File: src/rtl/mdb_pkg.sv
`timescale 1ns / 1ps
// Shared types, constants and saturation helper for the escape-time block.
package mdb_pkg;

  localparam int Width   = 1024;
  localparam int Height  = 1024;
  localparam int MaxIter = 256;

  localparam int QW     = 36;
  localparam int Frac   = 28;
  localparam int ZoomW  = 35;
  localparam int PixW   = 10;
  localparam int CntW   = 9;
  localparam int ProdW  = QW + PixW + 2;
  localparam int SatW   = QW + PixW + 3;
  localparam int NumW   = QW + Frac;
  localparam int MagW   = 2 * QW - Frac;
  localparam int AddrW  = 6;
  localparam int DataW  = 64;
  localparam int QDepth = 2;
  localparam int PtrW   = $clog2(QDepth);

  localparam logic [2:0] RegStartX = 3'd0;
  localparam logic [2:0] RegStartY = 3'd1;
  localparam logic [2:0] RegEndX   = 3'd2;
  localparam logic [2:0] RegEndY   = 3'd3;
  localparam logic [2:0] RegZoom   = 3'd4;

  localparam logic signed [QW-1:0] QMax = {1'b0, {(QW-1){1'b1}}};
  localparam logic signed [QW-1:0] QMin = {1'b1, {(QW-1){1'b0}}};
  localparam logic signed [ProdW-1:0] WidthS  = ProdW'(Width);
  localparam logic signed [ProdW-1:0] HeightS = ProdW'(Height);
  localparam logic [MagW:0] Limit = (MagW+1)'(16) << Frac;

  typedef struct packed {
    logic [PixW-1:0] pixel_x;
    logic [PixW-1:0] pixel_y;
  } in_word_t;

  typedef struct packed {
    logic [CntW-1:0] iter_count;
    logic            inside_set;
  } out_word_t;

  typedef struct packed {
    logic signed [QW-1:0] cr;
    logic signed [QW-1:0] ci;
  } point_t;

  typedef struct packed {
    logic signed [QW-1:0] start_x;
    logic signed [QW-1:0] start_y;
    logic signed [QW-1:0] end_x;
    logic signed [QW-1:0] end_y;
    logic [ZoomW-1:0]     zoom;
  } cfg_t;

  function automatic logic signed [QW-1:0] sat_q(input logic signed [SatW-1:0] v);
    logic signed [QW-1:0] r;
    if (v > SatW'(QMax)) r = QMax;
    else if (v < SatW'(QMin)) r = QMin;
    else r = v[QW-1:0];
    return r;
  endfunction

endpackage

File: src/rtl/mdb_queue.sv
`timescale 1ns / 1ps
// Two-entry register queue of mapped points between front and back.
module mdb_queue import mdb_pkg::*; (
  input  logic   clk_i,
  input  logic   rst_ni,
  input  logic   push_i,
  input  point_t word_i,
  output logic   full_o,
  input  logic   pop_i,
  output logic   empty_o,
  output point_t word_o
);

  point_t mem_q [QDepth];
  logic [PtrW-1:0] wp_q, rp_q;
  logic [PtrW:0] cnt_q;

  assign full_o  = (cnt_q == (PtrW+1)'(QDepth));
  assign empty_o = (cnt_q == '0);
  assign word_o  = mem_q[rp_q];

  always_ff @(posedge clk_i or negedge rst_ni) begin
    if (!rst_ni) begin
      wp_q  <= '0;
      rp_q  <= '0;
      cnt_q <= '0;
    end else begin
      if (push_i) wp_q <= wp_q + PtrW'(1);
      if (pop_i) rp_q <= rp_q + PtrW'(1);
      cnt_q <= cnt_q + (PtrW+1)'(push_i) - (PtrW+1)'(pop_i);
    end
  end

  always_ff @(posedge clk_i) begin
    if (push_i) mem_q[wp_q] <= word_i;
  end

endmodule

File: config.mk
export PLATFORM = sky130hd
export DESIGN_NAME = mdb_queue
export DESIGN_NICKNAME = d
export VERILOG_FILES = /design/src/rtl/mdb_pkg.sv /design/src/rtl/mdb_queue.sv
export SDC_FILE = /design/constraint.sdc
export NUM_CORES = 1
export LEC_CHECK = 0
export ABC_AREA = 1
export BUFFER_PORTS_ARGS = -buffer_cell sky130_fd_sc_hd__buf_4
export CAP_MARGIN = 20
export CELL_PAD_IN_SITES_DETAIL_PLACEMENT = 1
export CELL_PAD_IN_SITES_GLOBAL_PLACEMENT = 1
export CORE_MARGIN = 5
export CORE_UTILIZATION = 42
export DETAILED_ROUTE_END_ITERATION = 8
export PLACE_DENSITY_LB_ADDON = 0.25
export SLEW_MARGIN = 20
export SYNTH_ARGS = -nofsm -noshare
export SYNTH_HDL_FRONTEND = slang
export SYNTH_SLANG_ARGS = --single-unit
File: constraint.sdc
create_clock -name clk_i -period 5.55 [get_ports clk_i]
set_clock_uncertainty 0.05 [all_clocks]
set_input_delay 0.8325 -clock clk_i [delete_from_list [all_inputs] [get_ports clk_i]]
set_output_delay 0.8325 -clock clk_i [all_outputs]
set_load 0.02 [all_outputs]
* After elaboration in Yosys (flattened, before gate mapping) *
Memory sizes are Yosys's and may differ from the RTL's.
Index checks and enable logic that the tools add are counted.

storage, ports and cells
  register bits after elaboration = 4
  input port bits = 76
  RAM bits = 144
  memories kept = 1
  output and inout bits = 74

memory list
  name   words  bits a word  rd ports  clocked after Yosys merged registers in  wr ports  line             text
  mem_q  2      72           1         0                                        1         mdb_queue.sv:14  point_t mem_q [QDepth];

operators by class
  mux-type cells = 2
  add/subtract/negate cells = 4
  reductions and logical operators = 1
  eq/ne operators = 1

operator list
  cell                 number
  $add 1x1->1 const B  2
  $add 2x1->2          1
  $eq 2x2->1 const B   1
  $logic_not 2->1      1
  $mux 1               2
  $sub 2x1->2          1

* Depth between registers and ports, before layout *
Gate-level depths: netlist (run 1).

  word-level depth = 2
  mapped depth = 7
  gate-level depth less buffers = 7

* Least setup slack after synthesis (run 1) *
No wires, ideal clock.

  path kind = input port to flip-flop
  start point = input port push_i
  end point = memory mem_q[0][0] in the netlist's numbering, enable pin
  slack = 1.105 ns
  data arrival time = 3.890 ns
  cell stages on the path = 2
  required time = 4.996 ns
  cells stage by stage = inv_1 nor2_1

on the way
  word-level cells in the longest chain between the ends = 2

ends and longest elaborated chain
  item                          line             text
  start, declared               mdb_queue.sv:6   input logic push_i,
  $mux 1                        mdb_queue.sv:35  if (push_i) mem_q[wp_q] <= word_i;
  $mux 1 (implied by the code)  mdb_queue.sv:35
  end, declared                 mdb_queue.sv:14

No other way between the ends.

==> flow_metrics.py, run 1 <==
metrics = {
    "outcome": {
        "status": "finished clean",
    },
    "floorplanning": {
        "start_util_pct": 42.39,
        "ios": 150,
        "fp.dieArea_um2": 15660,
        "core_um2": 13140,
        "num_rows": 42,
        "die_w_um": 125.2,
        "die_h_um": 125.2,
    },
    "detailed_routing": {
        "wl_met1_um": 4840,
        "wl_per_cell_um": 16.42,
        "drc": 0,
        "vias": 3406,
        "wl_met2_um": 6520,
        "wirelength_um": 12250,
        "top_layer": "met4",
        "firstDrtPassIters": 4,
        "wl_met3_um": 702,
        "ant_nets": 0,
        "post_drt_via_cell_ratio": 4.566,
        "drt_first_iter_violations": 248,
    },
    "place": {
        "post-place-cells": 713,
        "place_worst_setup_slack_ps": 2547,
        "port_buffers": 149,
        "hpwl_um": 8407,
        "place.gp.congestion": 0.7133,
        "placed_area_um2": 6818,
    },
    "final_layout": {
        "stdcell_area_um2": 7412,
        "drive_gt1_share_pct": 33.33,
        "syn2layout_area_growth_pct": 33.09,
        "fillers": 1333,
        "final_common_cell": "buf_4",
        "fin_nets": 635,
        "finish.utilization_pct": 56.42,
        "insertedDiodeCount": 0,
        "fin_cells": 746,
        "final_cell_mix": "buf_4, edfxtp_1, inv_1, nand2_1, o21ai_0",
    },
    "synth": {
        "syn_area_per_cell_um2": 13.89,
        "synthMuxAreaShare_pct": 0,
        "syn-cell-area_um2": 5569,
        "synth_cell_types": 16,
        "ys_seq_elements": 148,
        "synth_top_area_share_pct": 77.65,
        "synth_xor_area_share_pct": 0.3145,
        "yosys.area_share.simple_pct": 5.549,
        "synth_top_area_cell": "edfxtp_1",
        "synth_top_family_by_area": "buffers and inverters",
        "synth_fp_nets": 479,
        "ys_seq_area_share_pct": 79.44,
        "yosysWarnings": 0,
        "synthAdderAreaFrac_pct": 0.4493,
        "syn_inst": 401,
        "synth-compound-area-share_pct": 6.673,
        "synth_area_leaders": "edfxtp_1, inv_1, nand2_1",
    },
    "grt": {
        "overflow": 0,
        "first_global_vias": 3835,
        "grt_max_degree": 79,
        "antenna_found_initial": 0,
        "grt_pass1_wl_um": 19610,
        "gr-usage-all-layers_pct": 16.32,
    },
    "worst_setup_path": {
        "path_class": "reg -> out",
        "critPathLaunchType": "register",
        "max_stage_delay_ps": 830,
        "required_ps": 4670,
        "crit_path_frequent_cell": "buf_4",
        "worstPathMaxFanout": 78,
        "crit_chain": "buf_4 -> o21ai_0 -> buf_4",
        "cpMaxStageDelayCell": "dfrtp_4",
        "arrival_ps": 2500,
        "end_kind": "output pin",
    },
    "pwr": {
        "swShare_pct": 34.75,
        "leakagePower_nw": 3.143,
        "power.share.clock_pct": 26.5,
        "ir_drop_mv": 0.2765,
        "seqPwrFrac_pct": 39.7,
        "p_per_area_nw_per_um2": 547.2,
        "combinationalPowerShare_pct": 33.8,
        "intPower_mw": 2.647,
        "p_switching_mw": 1.409,
    },
    "timing": {
        "maxSlewViolCount": 0,
        "setup_viol_count_final": 0,
        "max_freq_mhz": 295.6,
        "tns_ps": 0,
        "rsz0062_at_grt": "no",
        "post-route-min-period_ps": 3383,
        "relSlewSlack_pct": 52.80,
        "fin_crit_sh_pct": 60.96,
        "tightest_slew_ps": 707.9,
        "setup_ws_ps": 2167,
        "hold_violations": 0,
    },
    "clocking": {
        "cts_root_buffer": "clkbuf_16",
        "postCtsSetupBuffers": 0,
        "clkTransAtPathRegs_ps": 60,
        "clk_latency_ps": 410,
        "cts_max_level": 4,
        "cts_buffers": 17,
        "tritoncts": "yes",
        "clock_sinks": 148,
        "cts_buffer_depth": 2,
        "cts_resized": 0,
        "postCtsHoldBufs": 0,
    },
    "flow_run": {
        "max_cap_viol_count": 0,
    },
    "min_path": {
        "hold_class": "in -> async",
    },
}
-- through the flow --
stage | hold slack [ps] | power (mW)
2_1_floorplan | 413.4 | 2.424
3_3_place_gp | 483.1 | 2.963
3_5_place_dp | 498.7 | 3.016
4_1_cts | 142.5 | 4.111
5_1_grt | 137.0 | 4.286
6_report | 161.1 | 4.056
-- per-layer routing --
| layer | GRT usage (%) | up-vias |
|---|---|---|
| li1 | - | 1663 |
| met1 | 18.22 | 1631 |
| met2 | 29.23 | 97 |
| met3 | 5.117 | 15 |
| met4 | 6.122 | 0 |
| met5 | 0 | - |
-- synth_stat cells (all sizes together) --
cell type	instances
ha	2
edfxtp	144
inv	79
clkbuf	4
o21ai	72
dfrtp	4
nand3	1
xor2	2
buf	12
nor2	3
nand2	78
-- registers in the layout (all words and copies together), names as in the netlist --
name and flops:
wp_q 1, rp_q 1, cnt_q 2, mem_q 144
-- power by group through the flow --
stage          registers [mW]  logic, mW  clock network [mW]
2_1_floorplan            1.57      0.859                   0
3_3_place_gp             1.62       1.34                   0
3_5_place_dp             1.64       1.38                   0
4_1_cts                  1.61       1.39                1.11
5_1_grt                  1.64       1.49                1.16
6_report                 1.61       1.37                1.08
-- final timing paths --
check | slack (ps) | startpoint | end | cells past startpoint
setup / recovery | 2170 | rp_q | word_o[34] | 3
hold / removal | 160 | rst_ni | wp_q | 1
setup reg to reg | 3550 | wp_q | mem_q[1][64] | 3
hold reg to reg | 500 | wp_q | wp_q | 1
max in group asynchronous | 5170 | rst_ni | rp_q | 1
min in group clk_i | 500 | wp_q | wp_q | 1
-- layout make-up --
type | instances | area [µm²] | area share, %
flip-flops and latches | 148 | 4428 | 59.74
clock buffers | 17 | 425.4 | 5.739
well taps | 176 | 220.2 | 2.971
multi-input cells | 158 | 730.7 | 9.858
repair buffers | 153 | 1169 | 15.77
clock inverters | 15 | 141.4 | 1.908
inverters | 79 | 297.8 | 4.018
-- logic make-up (layout without fill, tap and decap cells) --
family	Yosys count	count (layout)
adders and majority gates	2	2
and+or+nand+nor	82	82
xor gates and xnor gates	2	2
DFF	148	148
buffers and inverters	95	264
AOI/OAI and AO/OA	72	72
-- worst max-delay path, delay by kind of cell, from the launching register on --
family | cells | cell delay, ps
buffers and inverters | 2 | 910
flip-flops | 1 | 830
AO/OA/AOI/OAI | 1 | 310
Power figures use the tool's default switching activity.
==> run 2, diff against run 1 <==
CORE_UTILIZATION = 38   (was 42)
clock period = 2.9 ns   (was 5.55 ns; I/O delays follow)
==> run 2 against run 1 <==
Compared with the run above: power rose by 89%; clock power rose by 80%; sequential power rose by 87%; critical path depth rose by 1; combinational power rose by 98%; global-route usage fell by 2.0 points; largest cell class unchanged.
==> flow_metrics.py, run 2 (same netlist as run 1, synthesis figures left out) <==
metrics = {
    "timing": {
        "maxSlewViolCount": 0,
        "finalHoldWorstSlack_ps": 157.5,
        "relSlewSlack_pct": 69.75,
        "rsz0062_at_grt": "no",
        "setup_viol_count_final": 0,
        "tns_ps": 0,
        "hold_violations": 0,
        "post-route-min-period_ps": 2306,
        "fin_crit_sh_pct": 79.52,
        "max_freq_mhz": 433.6,
        "tightest_slew_ps": 453.8,
    },
    "detailed_routing": {
        "drc": 0,
        "post_drt_via_cell_ratio": 4.583,
        "wirelength_um": 12170,
        "vias": 3465,
        "ant_nets": 0,
        "drt_first_iter_violations": 239,
        "firstDrtPassIters": 4,
        "wl_per_cell_um": 16.09,
    },
    "clocking": {
        "clk_latency_ps": 400,
        "postCtsSetupBuffers": 0,
        "cts_max_level": 4,
        "clkTransAtPathRegs_ps": 60,
        "cts_buffer_depth": 2,
        "clock_sinks": 148,
        "cts_resized": 0,
        "cts_buffers": 17,
        "postCtsHoldBufs": 1,
        "tritoncts": "yes",
        "cts_root_buffer": "clkbuf_16",
    },
    "worst_setup_path": {
        "max_stage_delay_ps": 620,
        "crit_buf_inv": 2,
        "path_class": "reg -> out",
        "arrival_ps": 1820,
        "worstPathMaxFanout": 40,
        "critPathTopFamily": "flip-flops",
        "critPathLaunchType": "register",
        "crit_chain": "buf_4 -> nand2_1 -> o21ai_1 -> buf_4",
        "r2r_cells": 3,
        "required_ps": 2410,
        "path_depth": 4,
        "crit_path_frequent_cell": "buf_4",
        "end_kind": "output pin",
        "r2r_slack_ps": 1140,
        "cpMaxStageDelayCell": "dfrtp_4",
    },
    "place": {
        "port_buffers": 149,
        "hpwl_um": 8418,
        "placed_area_um2": 6875,
        "place.gp.congestion": 0.7245,
        "post-place-cells": 724,
    },
    "pwr": {
        "p_switching_mw": 2.668,
        "combinationalPowerShare_pct": 35.4,
        "swShare_pct": 34.83,
        "p_total_mw": 7.659,
        "seqPwrFrac_pct": 39.3,
        "ir_drop_mv": 0.4322,
        "p_per_area_nw_per_um2": 1034,
        "leakagePower_nw": 3.147,
        "power.share.clock_pct": 25.3,
        "intPower_mw": 4.991,
    },
    "final_layout": {
        "fin_nets": 638,
        "syn2layout_area_growth_pct": 33.00,
        "top_register": "mem_q",
        "largest_reg_flops": 144,
        "stdcell_area_um2": 7407,
        "fin_cells": 756,
        "fillers": 1478,
        "drive_gt1_share_pct": 33.04,
        "final_cell_mix": "buf_4, edfxtp_1, inv_1, nand2_1, o21ai_0",
        "final_common_cell": "buf_4",
        "insertedDiodeCount": 0,
        "top_regs": "mem_q (144), cnt_q (2)",
    },
    "min_path": {
        "min_path_cells": 1,
        "hold_class": "in -> reg",
    },
    "outcome": {
        "status": "finished clean",
    },
    "floorplanning": {
        "core_um2": 14480,
        "start_util_pct": 38.46,
        "ios": 150,
        "num_rows": 44,
        "die_w_um": 131.1,
        "die_h_um": 131.1,
        "fp.dieArea_um2": 17180,
    },
    "grt": {
        "overflow": 0,
        "gr-usage-all-layers_pct": 14.31,
        "grt_pass1_wl_um": 18230,
        "first_global_vias": 3656,
        "grt_max_degree": 73,
        "antenna_found_initial": 0,
    },
    "flow_run": {
        "max_cap_viol_count": 0,
    },
}
==> run 2: changes by cell type in the layout (fill, tap and decap cells not counted), moves of 2 or more <==
cell | before | now
buf_12 | 0 | 2
clkinv_1 | 1 | 3
clkinv_2 | 7 | 9
clkinv_4 | 2 | 0
clkinvlp_4 | 4 | 2
==> run 2: metrics by stage <==
step	setup slack [ps]	util [%]
after detailed placement	986.6	47.49
after CTS	535.2	51.16
after global routing	409.9	51.16
after floorplan	100.5	-
after global placement	1011	47.49
final	593.9	51.16
==> run 2: path summary, 6_finish.rpt <==
path / from / end
worst min register to register: wp_q / wp_q
worst max-delay path: rp_q / word_o[52]
min in group asynchronous: rst_ni / cnt_q[0]
max in group asynchronous: rst_ni / rp_q
worst max register to register: wp_q / mem_q[1][8]
worst min-delay path: word_i[14] / mem_q[1][14]
==> run 2: routing by layer <==
metal	part of all wire (%)	GRT usage (%)
met5	0	0
met4	1.9	6.413
met3	5.6	3.971
met2	52	24.34
met1	41	16.96
==> run 2: power by group through the flow <==
stage / registers [mW] / clock network (mW) / logic [mW]
after global routing: 3.06 / 2.09 / 2.95
after floorplan: 2.99 / 0 / 1.64
after CTS: 3.02 / 1.98 / 2.78
after detailed placement: 3.06 / 0 / 2.76
final: 3.01 / 1.94 / 2.71
after global placement: 3.03 / 0 / 2.71
==> run 2: final cells by class <==
class,instances,area [µm²],area share (%)
inverter,79,297.8,4.020
multi-input combinational,158,730.7,9.865
clock inverter,14,96.34,1.301
timing repair buffer,156,1199,16.18
tap,184,230.2,3.108
clock buffer,17,425.4,5.743
sequential,148,4428,59.78
==> run 3, diff against run 2 <==
ABC_AREA = 0   (was 1)
CORE_UTILIZATION = 40   (was 38)
clock period = 1.95 ns   (was 2.9 ns; I/O delays follow)
==> run 3 against run 2 <==
Compared with the run above: the flow now finishes with violations (negative setup slack); final cell count shrank 13%; flip-flop and latch count is the same; non-clock buffer count grew 61; clock power grew 44%; utilization grew 10 points; sequential share of layout area shrank 8.1 points; global-route usage grew 0.79 points; via count shrank 12%; clock-buffer cell count grew 1; sequential power grew 48%; routed wire length grew 1.8%; register-to-register slack lost 630 ps; largest cell class unchanged; highest routed layer unchanged.
==> flow_metrics.py, run 3 <==
metrics = {
    "synth": {
        "synth_common_cells": "edfxtp_1, mux2_4, buf_12",
        "synth-compound-area-share_pct": 0,
        "synth_top_family_by_area": "multiplexers",
        "synth_xor_area_share_pct": 0.7191,
        "synthFlopType": "edfxtp_1",
        "ys_seq_area_share_pct": 77.05,
        "syn_inst": 239,
        "synth-edff-count": 144,
        "synth_area_leaders": "edfxtp_1, mux2_4, buf_12",
        "synth_top_area_cell": "edfxtp_1",
        "yosysWarnings": 0,
        "ys_seq_elements": 148,
        "yosysMostFrequentCell": "edfxtp_1",
        "syn_area_per_cell_um2": 24.02,
        "synth_fp_nets": 317,
        "yosys.area_share.simple_pct": 0.3922,
        "synthAdderAreaFrac_pct": 0.4358,
        "syn-cell-area_um2": 5742,
        "async_flop_share_pct": 2.703,
        "synthMuxAreaShare_pct": 18.63,
        "synth_top_area_share_pct": 75.31,
        "synth_cell_types": 13,
    },
    "worst_setup_path": {
        "r2r_slack_ps": 510,
        "rr_endpoint": "mem_q[1][43]",
        "cp-endpoint": "word_o[26]",
        "r2r_cells": 2,
        "path_class": "reg -> out",
        "r2r-start": "wp_q",
        "crit_start": "rp_q",
        "required_ps": 1610,
        "worstPathMaxFanout": 14,
        "max_stage_delay_ps": 530,
        "crit_path_frequent_cell": "buf_6",
        "path_depth": 4,
        "critPathLaunchType": "register",
        "critPathTopFamily": "flip-flops",
        "crit_chain": "buf_6 -> buf_16 -> mux2_4 -> buf_6",
        "cpMaxStageDelayCell": "dfrtp_4",
        "end_kind": "output pin",
        "crit_buf_inv": 3,
        "arrival_ps": 1690,
    },
    "timing": {
        "maxSlewViolCount": 0,
        "tightest_slew_ps": 430.5,
        "rsz0062_at_grt": "yes",
        "max_freq_mhz": 491.2,
        "setup_viol_count_final": 71,
        "hold_violations": 0,
        "tns_ps": -4581,
        "setup_ws_ps": -85.67,
        "relSlewSlack_pct": 71.30,
        "fin_crit_sh_pct": 104.4,
        "post-route-min-period_ps": 2036,
    },
    "clocking": {
        "cts_buffers": 17,
        "cts_buffer_depth": 2,
        "cts_root_buffer": "clkbuf_16",
        "clk_latency_ps": 410,
        "clock_sinks": 148,
        "clkTransAtPathRegs_ps": 50,
        "tritoncts": "yes",
        "cts_max_level": 4,
    },
    "final_layout": {
        "fin_nets": 545,
        "ff_latch_area_um2": 4428,
        "syn2layout_area_growth_pct": 49.29,
        "fillers": 1202,
        "top_register": "mem_q",
        "largest_reg_flops": 144,
        "top_regs": "mem_q (144), cnt_q (2)",
        "final_common_cell": "edfxtp_1",
        "drive_gt1_share_pct": 55.88,
        "stdcell_area_um2": 8572,
        "multi_input_area_um2": 1169,
        "finish.utilization_pct": 61.28,
        "final_cell_mix": "edfxtp_1, buf_4, buf_6",
    },
    "min_path": {
        "min_from": "word_i[35]",
        "hold_class": "in -> reg",
        "min_path_cells": 1,
    },
    "pwr": {
        "leakagePower_nw": 3.472,
        "ir_drop_mv": 1.007,
        "p_per_area_nw_per_um2": 1497,
    },
    "grt": {
        "gr-usage-all-layers_pct": 15.10,
        "antenna_found_initial": 0,
        "grt_max_degree": 43,
        "overflow": 0,
        "first_global_vias": 3428,
        "grt_pass1_wl_um": 18600,
    },
    "detailed_routing": {
        "vias": 3056,
        "wl_per_cell_um": 18.86,
        "post_drt_via_cell_ratio": 4.651,
        "wirelength_um": 12390,
        "drt_first_iter_violations": 174,
        "drc": 0,
        "firstDrtPassIters": 4,
        "ant_nets": 0,
    },
    "floorplanning": {
        "num_rows": 43,
        "die_h_um": 129.8,
        "core_um2": 13990,
        "fp.dieArea_um2": 16850,
        "die_w_um": 129.8,
        "ios": 150,
        "start_util_pct": 41.05,
    },
    "place": {
        "place.gp.congestion": 0.7306,
        "placed_area_um2": 7071,
        "place_worst_setup_slack_ps": 241.8,
        "hpwl_um": 7661,
        "port_buffers": 149,
    },
    "flow_run": {
        "max_cap_viol_count": 0,
    },
    "outcome": {
        "violations": "negative setup slack",
        "status": "complete, but fails checks",
    },
}
[run 3: cell count changes in the layout (fill, tap and decap cells not counted), sizes merged, moves of 2 or more]
cell,previous run,this run
nand2,78,0
inv,78,2
mux2,0,72
o21ai,72,0
dlygate4sd3,1,47
buf,155,169
clkinv,12,8
clkbuf,17,19
nor2,3,1
nor2b,0,2
[run 3: worst min path at each step]
stage | end | slack, ps
finish | mem_q[0][35] | 20
detailed placement | cnt_q[1] | 40
floorplan | cnt_q[0] | -50
CTS | mem_q[0][35] | 0.05
global placement | cnt_q[0] | 40
global route | mem_q[1][42] | 0.2
[run 3: cell families (layout without fill, tap and decap cells)]
group         count (synthesis)  in the layout
flops                       148            148
mux                          72             72
buf+inv                      10            247
simple gates                  4              4
xor+xnor                      3              3
fa+ha+maj                     2              2
other cells                   0              1
[run 3: per-stage QoR]
step           instances  hold slack (ps)  total power, mW
5_1_grt              656           0.2194            13.42
3_5_place_dp         568            42.90            8.910
3_3_place_gp         568            42.95            8.813
2_1_floorplan        239           -53.09            7.493
4_1_cts              655          0.04829            12.93
6_report             657            24.22            12.83
[run 3: power breakdown]
part	switching [mW]	total [mW]	leakage [nW]	internal (mW)
Combinational	2.47	5.60	1.83	3.13
Clock	1.10	2.79	0.242	1.69
Sequential	0.205	4.44	1.40	4.23
Total	3.78	12.8	3.47	9.05
[run 3: layer usage]
| layer | vias to the layer above | GRT usage [%] | wire length [µm] |
|---|---|---|---|
| met4 | 0 | 6.296 | 182 |
| met2 | 129 | 26.81 | 6736 |
| met5 | - | 0 | 0 |
| li1 | 1406 | - | - |
| met3 | 13 | 4.585 | 901 |
| met1 | 1508 | 16.89 | 4568 |
[run 3: layout make-up]
cell class                 instances  share of cell area (%)
sequential                       148                   51.66
timing repair buffer             217                   26.14
multi-input combinational         81                   13.63
clock buffer                      18                   5.007
tap                              180                   2.627
clock inverter                    10                  0.8174
inverter                           2                 0.08758
antenna                            1                 0.02919
[run 3: repair_timing]
| item | 4_1_cts | 5_1_grt |
|---|---|---|
| pin swaps | 0 | 0 |
| hold endpoints to repair | 94 | 0 |
| setup endpoints to repair | 65 | 71 |
| hold buffers | 47 | 0 |
| cloned | 5 | 1 |
| resized for setup | 83 | 1 |
| buffers inserted | 7 | 0 |
